## config.mk

```make
export PLATFORM = sky130hd
export DESIGN_NAME = arithmetic_expression_tokenizer
export DESIGN_NICKNAME = d
export VERILOG_FILES = /design/src/hw/rtl/aet_pkg.sv /design/src/hw/rtl/aet_front.sv /design/src/hw/rtl/aet_fifo.sv /design/src/hw/rtl/aet_back.sv /design/src/hw/rtl/arithmetic_expression_tokenizer.sv
export SDC_FILE = /design/constraint.sdc
export NUM_CORES = 1
export LEC_CHECK = 0
export BUFFER_PORTS_ARGS = -buffer_cell sky130_fd_sc_hd__buf_4
export CAP_MARGIN = 20
export CORE_MARGIN = 2
export CORE_UTILIZATION = 35
export DETAILED_ROUTE_END_ITERATION = 10
export PLACE_DENSITY = 0.47
export SETUP_SLACK_MARGIN = 0.02
export SLEW_MARGIN = 20
export SYNTH_ARGS = -nofsm -noshare
export SYNTH_HDL_FRONTEND = slang
export SYNTH_SLANG_ARGS = --single-unit
```

## constraint.sdc

```tcl
create_clock -name clock -period 28.9 [get_ports clock]
set_input_delay 5.78 -clock clock [delete_from_list [all_inputs] [get_ports clock]]
set_output_delay 5.78 -clock clock [all_outputs]
set_load 0.05 [all_outputs]
```

## src/hw/rtl/aet_pkg.sv

```systemverilog
`default_nettype none

package aet_pkg;

   // token kinds
   localparam logic [3:0] KIND_INT        = 4'd0;
   localparam logic [3:0] KIND_PLUS       = 4'd1;
   localparam logic [3:0] KIND_MINUS      = 4'd2;
   localparam logic [3:0] KIND_STAR       = 4'd3;
   localparam logic [3:0] KIND_SLASH      = 4'd4;
   localparam logic [3:0] KIND_OPEN       = 4'd5;
   localparam logic [3:0] KIND_CLOSE      = 4'd6;
   localparam logic [3:0] KIND_UNKNOWN    = 4'd7;
   localparam logic [3:0] KIND_UNTERM     = 4'd8;

   // characters
   localparam logic [7:0] CHAR_SLASH      = 8'h2F;
   localparam logic [7:0] CHAR_STAR       = 8'h2A;
   localparam logic [7:0] CHAR_NEWLINE    = 8'h0A;
   localparam logic [7:0] CHAR_PLUS       = 8'h2B;
   localparam logic [7:0] CHAR_MINUS      = 8'h2D;
   localparam logic [7:0] CHAR_OPEN       = 8'h28;
   localparam logic [7:0] CHAR_CLOSE      = 8'h29;
   localparam logic [7:0] CHAR_ZERO       = 8'h30;
   localparam logic [7:0] CHAR_NINE       = 8'h39;
   localparam logic [7:0] CHAR_SPACE      = 8'h20;
   localparam logic [7:0] CHAR_TAB        = 8'h09;
   localparam logic [7:0] CHAR_VTAB       = 8'h0B;
   localparam logic [7:0] CHAR_FORMFEED   = 8'h0C;
   localparam logic [7:0] CHAR_RETURN     = 8'h0D;

   // token queue between scanner and output stage
   localparam int QUEUE_PTR_BITS = 2;
   localparam int QUEUE_DEPTH    = 4;

   typedef enum logic [5:0] {
      MODE_NORMAL = 6'b000001,
      MODE_INT    = 6'b000010,
      MODE_SLASH  = 6'b000100,
      MODE_LINE   = 6'b001000,
      MODE_BLOCK  = 6'b010000,
      MODE_BSTAR  = 6'b100000
   } aet_mode_type;

   // which of the two token slots of a queue entry hold a token
   typedef struct packed {
      logic first_valid;
      logic second_valid;
   } aet_flags_type;

endpackage

`default_nettype wire

```

## src/hw/rtl/aet_front.sv

```systemverilog
`default_nettype none

module aet_front #(
   parameter int POSITION_BITS = 32,
   parameter int LENGTH_BITS   = 16,
   parameter int TOK_W         = 4 + 3 * POSITION_BITS + LENGTH_BITS
) (
   input  wire logic                  clock,
   input  wire logic                  reset,
   input  wire logic                  req_valid,
   output logic                       req_stall,
   input  wire logic [7:0]            req_char_code,
   input  wire logic                  req_end_of_source,
   output logic                       push_valid,
   output aet_pkg::aet_flags_type     push_flags,
   output logic [2*TOK_W-1:0]         push_data,
   input  wire logic                  push_full
);

   localparam logic [LENGTH_BITS-1:0] LEN_ONE = LENGTH_BITS'(1);

   aet_pkg::aet_mode_type      mode_ff, mode_in;
   logic [POSITION_BITS-1:0]   off_ff, off_in, line_ff, line_in, col_ff, col_in;
   logic [POSITION_BITS-1:0]   st_off_ff, st_off_in, st_line_ff, st_line_in;
   logic [POSITION_BITS-1:0]   st_col_ff, st_col_in;
   logic [LENGTH_BITS-1:0]     len_ff, len_in, len_inc;

   logic                       accept, fresh, is_digit, is_space;
   logic [7:0]                 c;
   logic                       a_valid, b_valid;
   logic [3:0]                 a_kind, b_kind;
   logic [LENGTH_BITS-1:0]     a_len, b_len;
   logic [POSITION_BITS-1:0]   b_off, b_line, b_col;

   assign req_stall = push_full;
   assign accept    = req_valid && !push_full;
   assign c         = req_char_code;

   assign is_digit = (c >= aet_pkg::CHAR_ZERO) && (c <= aet_pkg::CHAR_NINE);
   assign is_space = (c == aet_pkg::CHAR_SPACE) || (c == aet_pkg::CHAR_TAB) ||
                     (c == aet_pkg::CHAR_NEWLINE) || (c == aet_pkg::CHAR_VTAB) ||
                     (c == aet_pkg::CHAR_FORMFEED) || (c == aet_pkg::CHAR_RETURN);
   assign len_inc  = (len_ff == {LENGTH_BITS{1'b1}}) ? len_ff : len_ff + 1'b1;

   always_comb begin
      mode_in    = mode_ff;
      len_in     = len_ff;
      st_off_in  = st_off_ff;
      st_line_in = st_line_ff;
      st_col_in  = st_col_ff;
      fresh      = 1'b0;
      a_valid    = 1'b0;
      a_kind     = aet_pkg::KIND_INT;
      a_len      = len_ff;
      b_valid    = 1'b0;
      b_kind     = aet_pkg::KIND_INT;
      b_len      = LEN_ONE;
      b_off      = st_off_ff;
      b_line     = st_line_ff;
      b_col      = st_col_ff;

      unique case (mode_ff)
         aet_pkg::MODE_INT: begin
            if (is_digit) begin
               len_in = len_inc;
            end else begin
               a_valid = 1'b1;
               fresh   = 1'b1;
            end
         end
         aet_pkg::MODE_SLASH: begin
            if (c == aet_pkg::CHAR_SLASH) begin
               mode_in = aet_pkg::MODE_LINE;
            end else if (c == aet_pkg::CHAR_STAR) begin
               mode_in = aet_pkg::MODE_BLOCK;
               len_in  = len_inc;
            end else begin
               a_valid = 1'b1;
               a_kind  = aet_pkg::KIND_SLASH;
               a_len   = LEN_ONE;
               fresh   = 1'b1;
            end
         end
         aet_pkg::MODE_LINE: begin
            if (c == aet_pkg::CHAR_NEWLINE) mode_in = aet_pkg::MODE_NORMAL;
         end
         aet_pkg::MODE_BLOCK: begin
            len_in = len_inc;
            if (c == aet_pkg::CHAR_STAR) mode_in = aet_pkg::MODE_BSTAR;
         end
         aet_pkg::MODE_BSTAR: begin
            len_in = len_inc;
            if (c == aet_pkg::CHAR_SLASH) begin
               mode_in = aet_pkg::MODE_NORMAL;
            end else if (c != aet_pkg::CHAR_STAR) begin
               mode_in = aet_pkg::MODE_BLOCK;
            end
         end
         default: fresh = 1'b1;
      endcase

      // start a new token at this byte
      if (fresh) begin
         mode_in    = aet_pkg::MODE_NORMAL;
         st_off_in  = off_ff;
         st_line_in = line_ff;
         st_col_in  = col_ff;
         len_in     = LEN_ONE;
         b_off      = off_ff;
         b_line     = line_ff;
         b_col      = col_ff;
         priority if (is_digit) begin
            mode_in = aet_pkg::MODE_INT;
         end else if (c == aet_pkg::CHAR_SLASH) begin
            mode_in = aet_pkg::MODE_SLASH;
         end else if (c == aet_pkg::CHAR_PLUS) begin
            b_valid = 1'b1;
            b_kind  = aet_pkg::KIND_PLUS;
         end else if (c == aet_pkg::CHAR_MINUS) begin
            b_valid = 1'b1;
            b_kind  = aet_pkg::KIND_MINUS;
         end else if (c == aet_pkg::CHAR_STAR) begin
            b_valid = 1'b1;
            b_kind  = aet_pkg::KIND_STAR;
         end else if (c == aet_pkg::CHAR_OPEN) begin
            b_valid = 1'b1;
            b_kind  = aet_pkg::KIND_OPEN;
         end else if (c == aet_pkg::CHAR_CLOSE) begin
            b_valid = 1'b1;
            b_kind  = aet_pkg::KIND_CLOSE;
         end else begin
            b_valid = !is_space;
            b_kind  = aet_pkg::KIND_UNKNOWN;
         end
      end

      off_in = (off_ff == {POSITION_BITS{1'b1}}) ? off_ff : off_ff + 1'b1;
      if (c == aet_pkg::CHAR_NEWLINE) begin
         line_in = (line_ff == {POSITION_BITS{1'b1}}) ? line_ff : line_ff + 1'b1;
         col_in  = '0;
      end else begin
         line_in = line_ff;
         col_in  = (col_ff == {POSITION_BITS{1'b1}}) ? col_ff : col_ff + 1'b1;
      end

      // flush whatever is still open, then start over
      if (req_end_of_source) begin
         if (mode_in == aet_pkg::MODE_INT) begin
            b_valid = 1'b1;
            b_kind  = aet_pkg::KIND_INT;
            b_len   = len_in;
         end else if (mode_in == aet_pkg::MODE_SLASH) begin
            b_valid = 1'b1;
            b_kind  = aet_pkg::KIND_SLASH;
            b_len   = LEN_ONE;
         end else if (mode_in == aet_pkg::MODE_BLOCK || mode_in == aet_pkg::MODE_BSTAR) begin
            b_valid = 1'b1;
            b_kind  = aet_pkg::KIND_UNTERM;
            b_len   = len_in;
         end
         mode_in    = aet_pkg::MODE_NORMAL;
         off_in     = '0;
         line_in    = '0;
         col_in     = '0;
         st_off_in  = '0;
         st_line_in = '0;
         st_col_in  = '0;
         len_in     = '0;
      end
   end

   assign push_valid              = accept && (a_valid || b_valid);
   assign push_flags.first_valid  = a_valid;
   assign push_flags.second_valid = b_valid;
   assign push_data = {a_kind, st_off_ff, st_line_ff, st_col_ff, a_len,
                       b_kind, b_off, b_line, b_col, b_len};

   always_ff @(posedge clock) begin
      if (reset) begin
         mode_ff    <= aet_pkg::MODE_NORMAL;
         off_ff     <= '0;
         line_ff    <= '0;
         col_ff     <= '0;
         st_off_ff  <= '0;
         st_line_ff <= '0;
         st_col_ff  <= '0;
         len_ff     <= '0;
      end else if (accept) begin
         mode_ff    <= mode_in;
         off_ff     <= off_in;
         line_ff    <= line_in;
         col_ff     <= col_in;
         st_off_ff  <= st_off_in;
         st_line_ff <= st_line_in;
         st_col_ff  <= st_col_in;
         len_ff     <= len_in;
      end
   end

endmodule

`default_nettype wire

```

## src/hw/rtl/aet_fifo.sv

```systemverilog
`default_nettype none

module aet_fifo #(
   parameter int WIDTH = 8
) (
   input  wire logic                    clock,
   input  wire logic                    reset,
   input  wire logic                    push_valid,
   input  wire aet_pkg::aet_flags_type  push_flags,
   input  wire logic [WIDTH-1:0]        push_data,
   output logic                         full,
   output logic                         head_valid,
   output aet_pkg::aet_flags_type       head_flags,
   output logic [WIDTH-1:0]             head_data,
   input  wire logic                    pop
);

   localparam int PTR = aet_pkg::QUEUE_PTR_BITS;

   aet_pkg::aet_flags_type  flags_ff [aet_pkg::QUEUE_DEPTH];
   logic [WIDTH-1:0]        data_ff  [aet_pkg::QUEUE_DEPTH];
   logic [PTR-1:0]          wr_ptr_ff, rd_ptr_ff;
   logic [PTR:0]            count_ff, count_in;

   assign full       = (count_ff == (PTR+1)'(aet_pkg::QUEUE_DEPTH));
   assign head_valid = (count_ff != '0);
   assign head_flags = flags_ff[rd_ptr_ff];
   assign head_data  = data_ff[rd_ptr_ff];

   always_comb begin
      unique case ({push_valid, pop})
         2'b10:   count_in = count_ff + 1'b1;
         2'b01:   count_in = count_ff - 1'b1;
         default: count_in = count_ff;
      endcase
   end

   always_ff @(posedge clock) begin
      if (reset) begin
         wr_ptr_ff <= '0;
         rd_ptr_ff <= '0;
         count_ff  <= '0;
      end else begin
         if (push_valid) wr_ptr_ff <= wr_ptr_ff + 1'b1;
         if (pop)        rd_ptr_ff <= rd_ptr_ff + 1'b1;
         count_ff <= count_in;
      end
   end

   always_ff @(posedge clock) begin
      if (push_valid) begin
         flags_ff[wr_ptr_ff] <= push_flags;
         data_ff[wr_ptr_ff]  <= push_data;
      end
   end

endmodule

`default_nettype wire

```

## src/hw/rtl/aet_back.sv

```systemverilog
`default_nettype none

module aet_back #(
   parameter int POSITION_BITS = 32,
   parameter int LENGTH_BITS   = 16,
   parameter int TOK_W         = 4 + 3 * POSITION_BITS + LENGTH_BITS
) (
   input  wire logic                      clock,
   input  wire logic                      reset,
   input  wire logic                      head_valid,
   input  wire aet_pkg::aet_flags_type    head_flags,
   input  wire logic [2*TOK_W-1:0]        head_data,
   output logic                           pop,
   output logic                           rsp_valid,
   input  wire logic                      rsp_stall,
   output logic [3:0]                     rsp_token_kind,
   output logic [POSITION_BITS-1:0]       rsp_start_offset,
   output logic [POSITION_BITS-1:0]       rsp_start_line,
   output logic [POSITION_BITS-1:0]       rsp_token_column,
   output logic [LENGTH_BITS-1:0]         rsp_token_length,
   output logic                           rsp_last_of_run
);

   logic               rsp_valid_ff, second_ff, last_ff;
   logic [TOK_W-1:0]   tok_ff;
   logic               load, take_b;

   assign load   = !rsp_valid_ff || !rsp_stall;
   // the first slot goes out first; the second slot or a lone token pops the entry
   assign take_b = second_ff || !head_flags.first_valid;
   assign pop    = load && head_valid && (take_b || !head_flags.second_valid);

   always_ff @(posedge clock) begin
      if (reset) begin
         rsp_valid_ff <= 1'b0;
         second_ff    <= 1'b0;
      end else if (load) begin
         rsp_valid_ff <= head_valid;
         if (head_valid) second_ff <= !take_b && head_flags.second_valid;
      end
   end

   always_ff @(posedge clock) begin
      if (load && head_valid) begin
         tok_ff  <= take_b ? head_data[TOK_W-1:0] : head_data[2*TOK_W-1:TOK_W];
         last_ff <= take_b || !head_flags.second_valid;
      end
   end

   assign rsp_valid        = rsp_valid_ff;
   assign rsp_last_of_run  = last_ff;
   assign rsp_token_kind   = tok_ff[TOK_W-1 -: 4];
   assign rsp_start_offset = tok_ff[LENGTH_BITS + 3*POSITION_BITS - 1 -: POSITION_BITS];
   assign rsp_start_line   = tok_ff[LENGTH_BITS + 2*POSITION_BITS - 1 -: POSITION_BITS];
   assign rsp_token_column = tok_ff[LENGTH_BITS + POSITION_BITS - 1 -: POSITION_BITS];
   assign rsp_token_length = tok_ff[LENGTH_BITS-1:0];

endmodule

`default_nettype wire

```

## src/hw/rtl/arithmetic_expression_tokenizer.sv

```systemverilog
// A token enters the token queue when the byte that completes it is taken, then
//   passes to the output register; the second token of the same byte follows it.
// Throughput: one byte per cycle if the queue has room; the output stage sends one
//   token per cycle unless stalled; a four-entry queue absorbs two-token bytes.
// Reset (synchronous, active high): scanner back to normal mode at offset, line and
//   column zero, token queue and output register emptied.
`default_nettype none

module arithmetic_expression_tokenizer #(
   parameter int POSITION_BITS = 32,
   parameter int LENGTH_BITS   = 16
) (
   input  wire logic                      clock,
   input  wire logic                      reset,
   input  wire logic                      req_valid,
   output logic                           req_stall,
   input  wire logic [7:0]                req_char_code,
   input  wire logic                      req_end_of_source,
   output logic                           rsp_valid,
   input  wire logic                      rsp_stall,
   output logic [3:0]                     rsp_token_kind,
   output logic [POSITION_BITS-1:0]       rsp_start_offset,
   output logic [POSITION_BITS-1:0]       rsp_start_line,
   output logic [POSITION_BITS-1:0]       rsp_token_column,
   output logic [LENGTH_BITS-1:0]         rsp_token_length,
   output logic                           rsp_last_of_run
);

   localparam int TOK_W = 4 + 3 * POSITION_BITS + LENGTH_BITS;

   logic                     push_valid, push_full, head_valid, pop;
   aet_pkg::aet_flags_type   push_flags, head_flags;
   logic [2*TOK_W-1:0]       push_data, head_data;

   aet_front #(
      .POSITION_BITS (POSITION_BITS),
      .LENGTH_BITS   (LENGTH_BITS),
      .TOK_W         (TOK_W)
   ) u_front (
      .clock             (clock),
      .reset             (reset),
      .req_valid         (req_valid),
      .req_stall         (req_stall),
      .req_char_code     (req_char_code),
      .req_end_of_source (req_end_of_source),
      .push_valid        (push_valid),
      .push_flags        (push_flags),
      .push_data         (push_data),
      .push_full         (push_full)
   );

   aet_fifo #(
      .WIDTH (2 * TOK_W)
   ) u_fifo (
      .clock      (clock),
      .reset      (reset),
      .push_valid (push_valid),
      .push_flags (push_flags),
      .push_data  (push_data),
      .full       (push_full),
      .head_valid (head_valid),
      .head_flags (head_flags),
      .head_data  (head_data),
      .pop        (pop)
   );

   aet_back #(
      .POSITION_BITS (POSITION_BITS),
      .LENGTH_BITS   (LENGTH_BITS),
      .TOK_W         (TOK_W)
   ) u_back (
      .clock            (clock),
      .reset            (reset),
      .head_valid       (head_valid),
      .head_flags       (head_flags),
      .head_data        (head_data),
      .pop              (pop),
      .rsp_valid        (rsp_valid),
      .rsp_stall        (rsp_stall),
      .rsp_token_kind   (rsp_token_kind),
      .rsp_start_offset (rsp_start_offset),
      .rsp_start_line   (rsp_start_line),
      .rsp_token_column (rsp_token_column),
      .rsp_token_length (rsp_token_length),
      .rsp_last_of_run  (rsp_last_of_run)
   );

endmodule

`default_nettype wire

```

* Yosys cells after proc, flatten, opt, wreduce, memory -nomap -nowiden
Memory sizes are Yosys's and may differ from the RTL's. A register that Yosys moved wholly into a read port is not among the register bits.
Cells that the tools add are included.
** Cells by class
- Add/sub/neg operators :: 8
- Multipliers :: 0
- Divide/modulo/power cells :: 0
- Magnitude comparators :: 2
- Equal/unequal tests :: 32
- Shifts and indexed selects :: 0
- Multiplexer cells :: 79
- Bitwise operators :: 0
- Reductions and logical operators :: 32
** Operators with widths (number)
- $mux W32 :: 14
- $mux W16 :: 13
- $mux W116 :: 1
- $add A32 B1 Y32 const B :: 3
- $eq A32 B32 Y1 const B :: 3
- $eq A8 B6 Y1 const B :: 7
- $mux W6 :: 9
- $mux W4 :: 13
- $pmux W16 S3 :: 1
- $eq A8 B4 Y1 const B :: 5
- $pmux W6 S4 :: 1
- $mux W1 :: 18
- $add A16 B1 Y16 const B :: 1
- $eq A16 B16 Y1 const B :: 1
- $eq A6 B2 Y1 const B :: 2
- $eq A6 B3 Y1 const B :: 2
- $eq A6 B5 Y1 const B :: 2
- $eq A6 B6 Y1 const B :: 2
- $logic_or A1 B1 Y1 :: 10
- $ge A8 B6 Y1 const B :: 1
- $le A8 B6 Y1 const B :: 1
- $mux W2 :: 4
- $ne A8 B6 Y1 const B :: 1
- $logic_not A1 Y1 :: 7
- 20 further kinds :: 31
** Word-level totals
- Register bits :: 340
- Bits in latches :: 0
- RAM bits :: 936
- Bits in read-only memories :: 0
- Input port bits :: 13
- Output and inout port bits :: 119
- Memories :: 2
** Memories
- u_fifo.data_ff :: depth 4, bits a word 232, read ports 1, clocked after memory_dff 1, wr ports 1, RTL line aet_fifo.sv:21 : logic [WIDTH-1:0] data_ff [aet_pkg::QUEUE_DEPTH];
- u_fifo.flags_ff :: depth 4, bits a word 2, read ports 1, clocked after memory_dff 1, wr ports 1, RTL line aet_fifo.sv:20 : aet_pkg::aet_flags_type flags_ff [aet_pkg::QUEUE_DEPTH];

* Longest topological paths before layout
- Depth in word-level cells :: 23
- Mapped depth :: 15
- Gate-level depth less buffers :: 13

* Modules after synthesis
Synthesis repeated with hierarchy kept, for this count alone.
** Second synthesis, totals
- Cell total of the unflattened synthesis :: 2902
- Area, all modules :: 50083.0 µm²
** By module, submodules not included
- aet_fifo :: instances 1, cells an instance 1265, area an instance 34174.0 µm², seq. area each 28287.1 µm²
- aet_front :: instances 1, cells an instance 1380, area an instance 10804.1 µm², seq. area each 4284.1 µm²
- aet_back :: instances 1, cells an instance 257, area an instance 5104.9 µm², seq. area each 3553.4 µm²

* Least setup slack after synthesis
OpenSTA, ideal clock, no wires.
- Path type :: in2reg
- Start point :: in req_char_code[2]
- End point :: mem u_fifo.data_ff[0][0] (netlist bit) (enable)
- Setup time :: 1153 ps
- Arrival :: 23799 ps
- Required time :: 27747 ps
- Path slack :: 3948 ps
- Stages :: 7
- Path through :: clkbuf_1 -> xor2_1 -> and4b_1 -> o22ai_1 -> a311o_1 -> nand2_1 -> nor3b_1
** Between the ends
- Elaborated cells between the ends (all ways) :: 58
** RTL lines
- start, declared :: RTL line arithmetic_expression_tokenizer.sv:17 : input wire logic [7:0] req_char_code,
- $ge A8 B6 Y1, or another cell as far along :: RTL line aet_front.sv:39 : assign is_digit = (c >= aet_pkg::CHAR_ZERO) && (c <= aet_pkg::CHAR_NINE);
- $logic_and A1 B1 Y1 or $mux W1 (tied branches) :: RTL line aet_front.sv:39, aet_front.sv:74
- $mux W1, on equally long branches :: RTL line aet_front.sv:64, aet_front.sv:72
- $pmux W1 S2 (*) :: RTL line aet_front.sv:62 : unique case (mode_ff)
- via u_front.a_valid :: RTL line aet_front.sv:30 : logic a_valid, b_valid;
- $logic_or A1 B1 Y1 (*) :: RTL line aet_front.sv:172 : assign push_valid = accept && (a_valid || b_valid);
- $logic_and A1 B1 Y1 (*) :: RTL line aet_front.sv:172
- $mux W1 (*) :: RTL line aet_fifo.sv:51 : if (push_valid) begin
- $mux W1 (implied by the code) (*) :: RTL line aet_fifo.sv:53 : data_ff[wr_ptr_ff] <= push_data;
- end, declared :: RTL line aet_fifo.sv:21
The timed path passes the listed nets; every way through them passes the cells marked *.

* Final worst setup path
- Start point :: in req_char_code[4]
- End point :: mem u_fifo.data_ff[3][64] (netlist bit), data pin
** Between the ends
- Longest elaborated chain between the ends :: 5
- Elaborated cells between the ends (all ways) :: 10
** RTL lines
- $ge A8 B6 Y1, or another cell as far along :: RTL line aet_front.sv:39
- $logic_and A1 B1 Y1 or $mux W1 (tied branches) :: RTL line aet_front.sv:39, aet_front.sv:74
- $mux W1, on equally long branches :: RTL line aet_front.sv:64, aet_front.sv:72
- $pmux W1 S3 (*) :: RTL line aet_front.sv:62
- $mux W32 (*) :: RTL line aet_front.sv:103 : if (fresh) begin
- via push_data[64] :: RTL line arithmetic_expression_tokenizer.sv:33 : logic [2*TOK_W-1:0] push_data, head_data;
Marked as above.

==> run metrics <==
commonest cells after routing, fill and taps aside 1,041 x edfxtp_1, 347 x nand2_1, 233 x nor2_1; gr ovfl total 0; Synth Net Count between 3k and 4k; Final Util 0.408; top-area cell type share of the netlist area 0.627; Hold Crit Class flip-flop to flip-flop; min Tclk post-route 9560 ps; Layout Skew roughly 23 ps; clk buf depth 3; Starting Density 0.353; CTS resizes 0; Pwr Density between 90 and 100 nW/um^2; drt first pass iters 7; ranking of synthesized cells by area edfxtp_1 63%, mux4_2 10%, dfxtp_1 9.0%, nand2_1 2.6%, mux2_2 2.6%; share of post-route cells with drive strength above 1 0.228; core area between 100,000 and 150,000 um^2; area delta synth->final 15.6%; Distinct cells, synth 82; crit share post-route 0.331; FMAX between 100 and 150 MHz; PortBufs around 130; commonest non-fill, non-tap cell in the layout edfxtp_1; Placed Area 53,000 um^2; r2r setup slk 24,280 ps; fillers 12.7k; fin area 57,600 um^2; HPWL after DPL around 66,000 um; final worst slack between 15,000 and 20,000 ps; worst skew pair latency between 700 and 800 ps; # DRC 0; first-pass GRT wire length 181,000 um; Main synth FF type edfxtp_1; Total GRT Usage 0.164; Via density roughly 5.2; Mapped Area between 40,000 and 50,000 um^2; die height 381 um; vias 26.9k; # Post-CTS Setup Buffers 0; final setup violation count 0; Fin Setup TNS 0 ps; Routed Wire Length approximately 120,000 um; Slew headroom 0.309; Clock Sinks around 1.3k; nets@finish 3,208; Die Wd 381 um; Hold Path End u_front.len_ff[6]; worst hold start u_front.len_ff[6]; drt wl/cell roughly 23 um; P_leak between 15 and 20 nW; Final Wtd Congestion ~0.83; area leader, netlist edfxtp_1; Std-Cell Rows around 140; worst r2r src u_front.mode_ff[1]; antenna violations before repair 4; crit path from req_char_code[4]; Ports around 130; H-Tree Depth 4; Hold-fix buffers, CTS 0; status finished, final reports clean; Syn Area/Cell roughly 16 um^2; cts bufs inserted roughly 140; Syn. warnings 0; CTS tree done; clock slew at reported path FFs 60 ps; critical path peak fanout 49; Seq cells post-synth ~1.3k; CP Class input pin to flip-flop; crit path DAT between 9000 and 10,000 ps; # Max-Cap Violations 0; RSZ-0062 raised after global routing no; Worst-Margin Slew 1030 ps; VDD IR max ~0.060 mV; Starting DRT DRC Count about 1.8k; post-route ant nets 0; cells on worst reg2reg path 9; Post-Syn Instances approximately 3.0k; pre-CTS setup slack between 15,000 and 20,000 ps; pins over their slew limit 0; Fin. Hold Viols 0; vias in the first global route roughly 29k; Post-synth ARST share 0; Seq/Total Area, Yosys 0.717; die area about 150,000 um^2; CP startpoint kind input pin; RR Endpoint u_fifo.data_ff[2][167]; worst endpoint required time around 29,000 ps; Setup crit end kind flip-flop; root buffer cell clkbuf_16; Post-synth EDFFs approximately 1.0k; Hold Path Cell Cnt 1; largest net degree at the start of global routing around 130
-- layout make-up --
class	count	area, um^2	share of cell area
timing repair buffer	169	1350	0.0234
sequential	1266	35800	0.621
clock inverter	60	613	0.0106
inverter	31	116	0.00202
tap	1890	2360	0.0410
clock buffer	199	4020	0.0698
antenna	1	2.50	0.0000434
multi-input combinational	1574	13400	0.232
-- routing by layer --
layer	share of wire	up-vias	global-route usage
met5	0.00013	-	0
li1	-	12100	-
met4	0.021	2	0.0489
met2	0.50	627	0.278
met1	0.44	14000	0.214
met3	0.043	175	0.0289
-- through the flow --
| stage | hold WS [ps] | power, mW | instances |
|---|---|---|---|
| floorplan | 444 | 3.40 | 3046 |
| global placement | 474 | 3.75 | 4929 |
| detailed placement | 480 | 3.76 | 4929 |
| CTS | 489 | 5.57 | 5188 |
| global route | 519 | 5.70 | 5189 |
| finish | 491 | 5.46 | 5190 |
-- flip-flops by register name, summed over array words and instances, names as in the netlist, 16 cells and up, named ones only --
signal,flops
u_front.off_ff,32
u_front.len_ff,16
u_back.tok_ff,116
u_front.st_off_ff,32
u_front.st_col_ff,32
u_fifo.data_ff,916
u_front.st_line_ff,32
u_front.col_ff,32
u_front.line_ff,32
-- worst max path at each step --
stage / end / slack [ps]
after floorplan: u_fifo.data_ff[0][0] / 3950
after global placement: u_fifo.data_ff[2][173] / 18690
after detailed placement: u_fifo.data_ff[0][64] / 18520
after CTS: u_fifo.data_ff[2][64] / 19330
after global routing: u_fifo.data_ff[3][64] / 19030
final: u_fifo.data_ff[3][64] / 19340
-- report_power, final --
part           total [mW]  switching, mW  internal (mW)
Sequential           2.35         0.0760           2.27
Clock                1.78          0.707           1.08
Combinational        1.33          0.849          0.481
-- Yosys cell counts, drive strengths merged (9+ instances only) --
library cell and n:
a211oi 13, a21oi 51, a22oi 96, a31oi 10, and2 24, and3 19, and4 14, buf 49
clkbuf 126, dfxtp 225, edfxtp 1041, ha 9, inv 30, mux2 114, mux4 231, nand2 348
nand2b 10, nand3 39, nand4 28, nor2 234, nor3 46, nor3b 11, nor4 23, o211ai 16
o21ai 37, or3 13, or4 11, xnor2 71, xor2 18
-- critical path, stage by stage --
cell and delay (ps):
buf_4 130, nor3_4 390, nand3_2 170, o21ai_2 690
inv_2 410, nor2_4 660, buf_4 730, buf_4 680
o21ai_0 290
-- kinds of logic after synthesis --
group	synth area share
mux	0.131
fa+ha+maj	0.00266
flops	0.717
compound gates	0.0392
simple gates	0.0778
xor+xnor	0.0156
buf+inv	0.0164
Note: power is estimated with default switching activity, not from simulation.
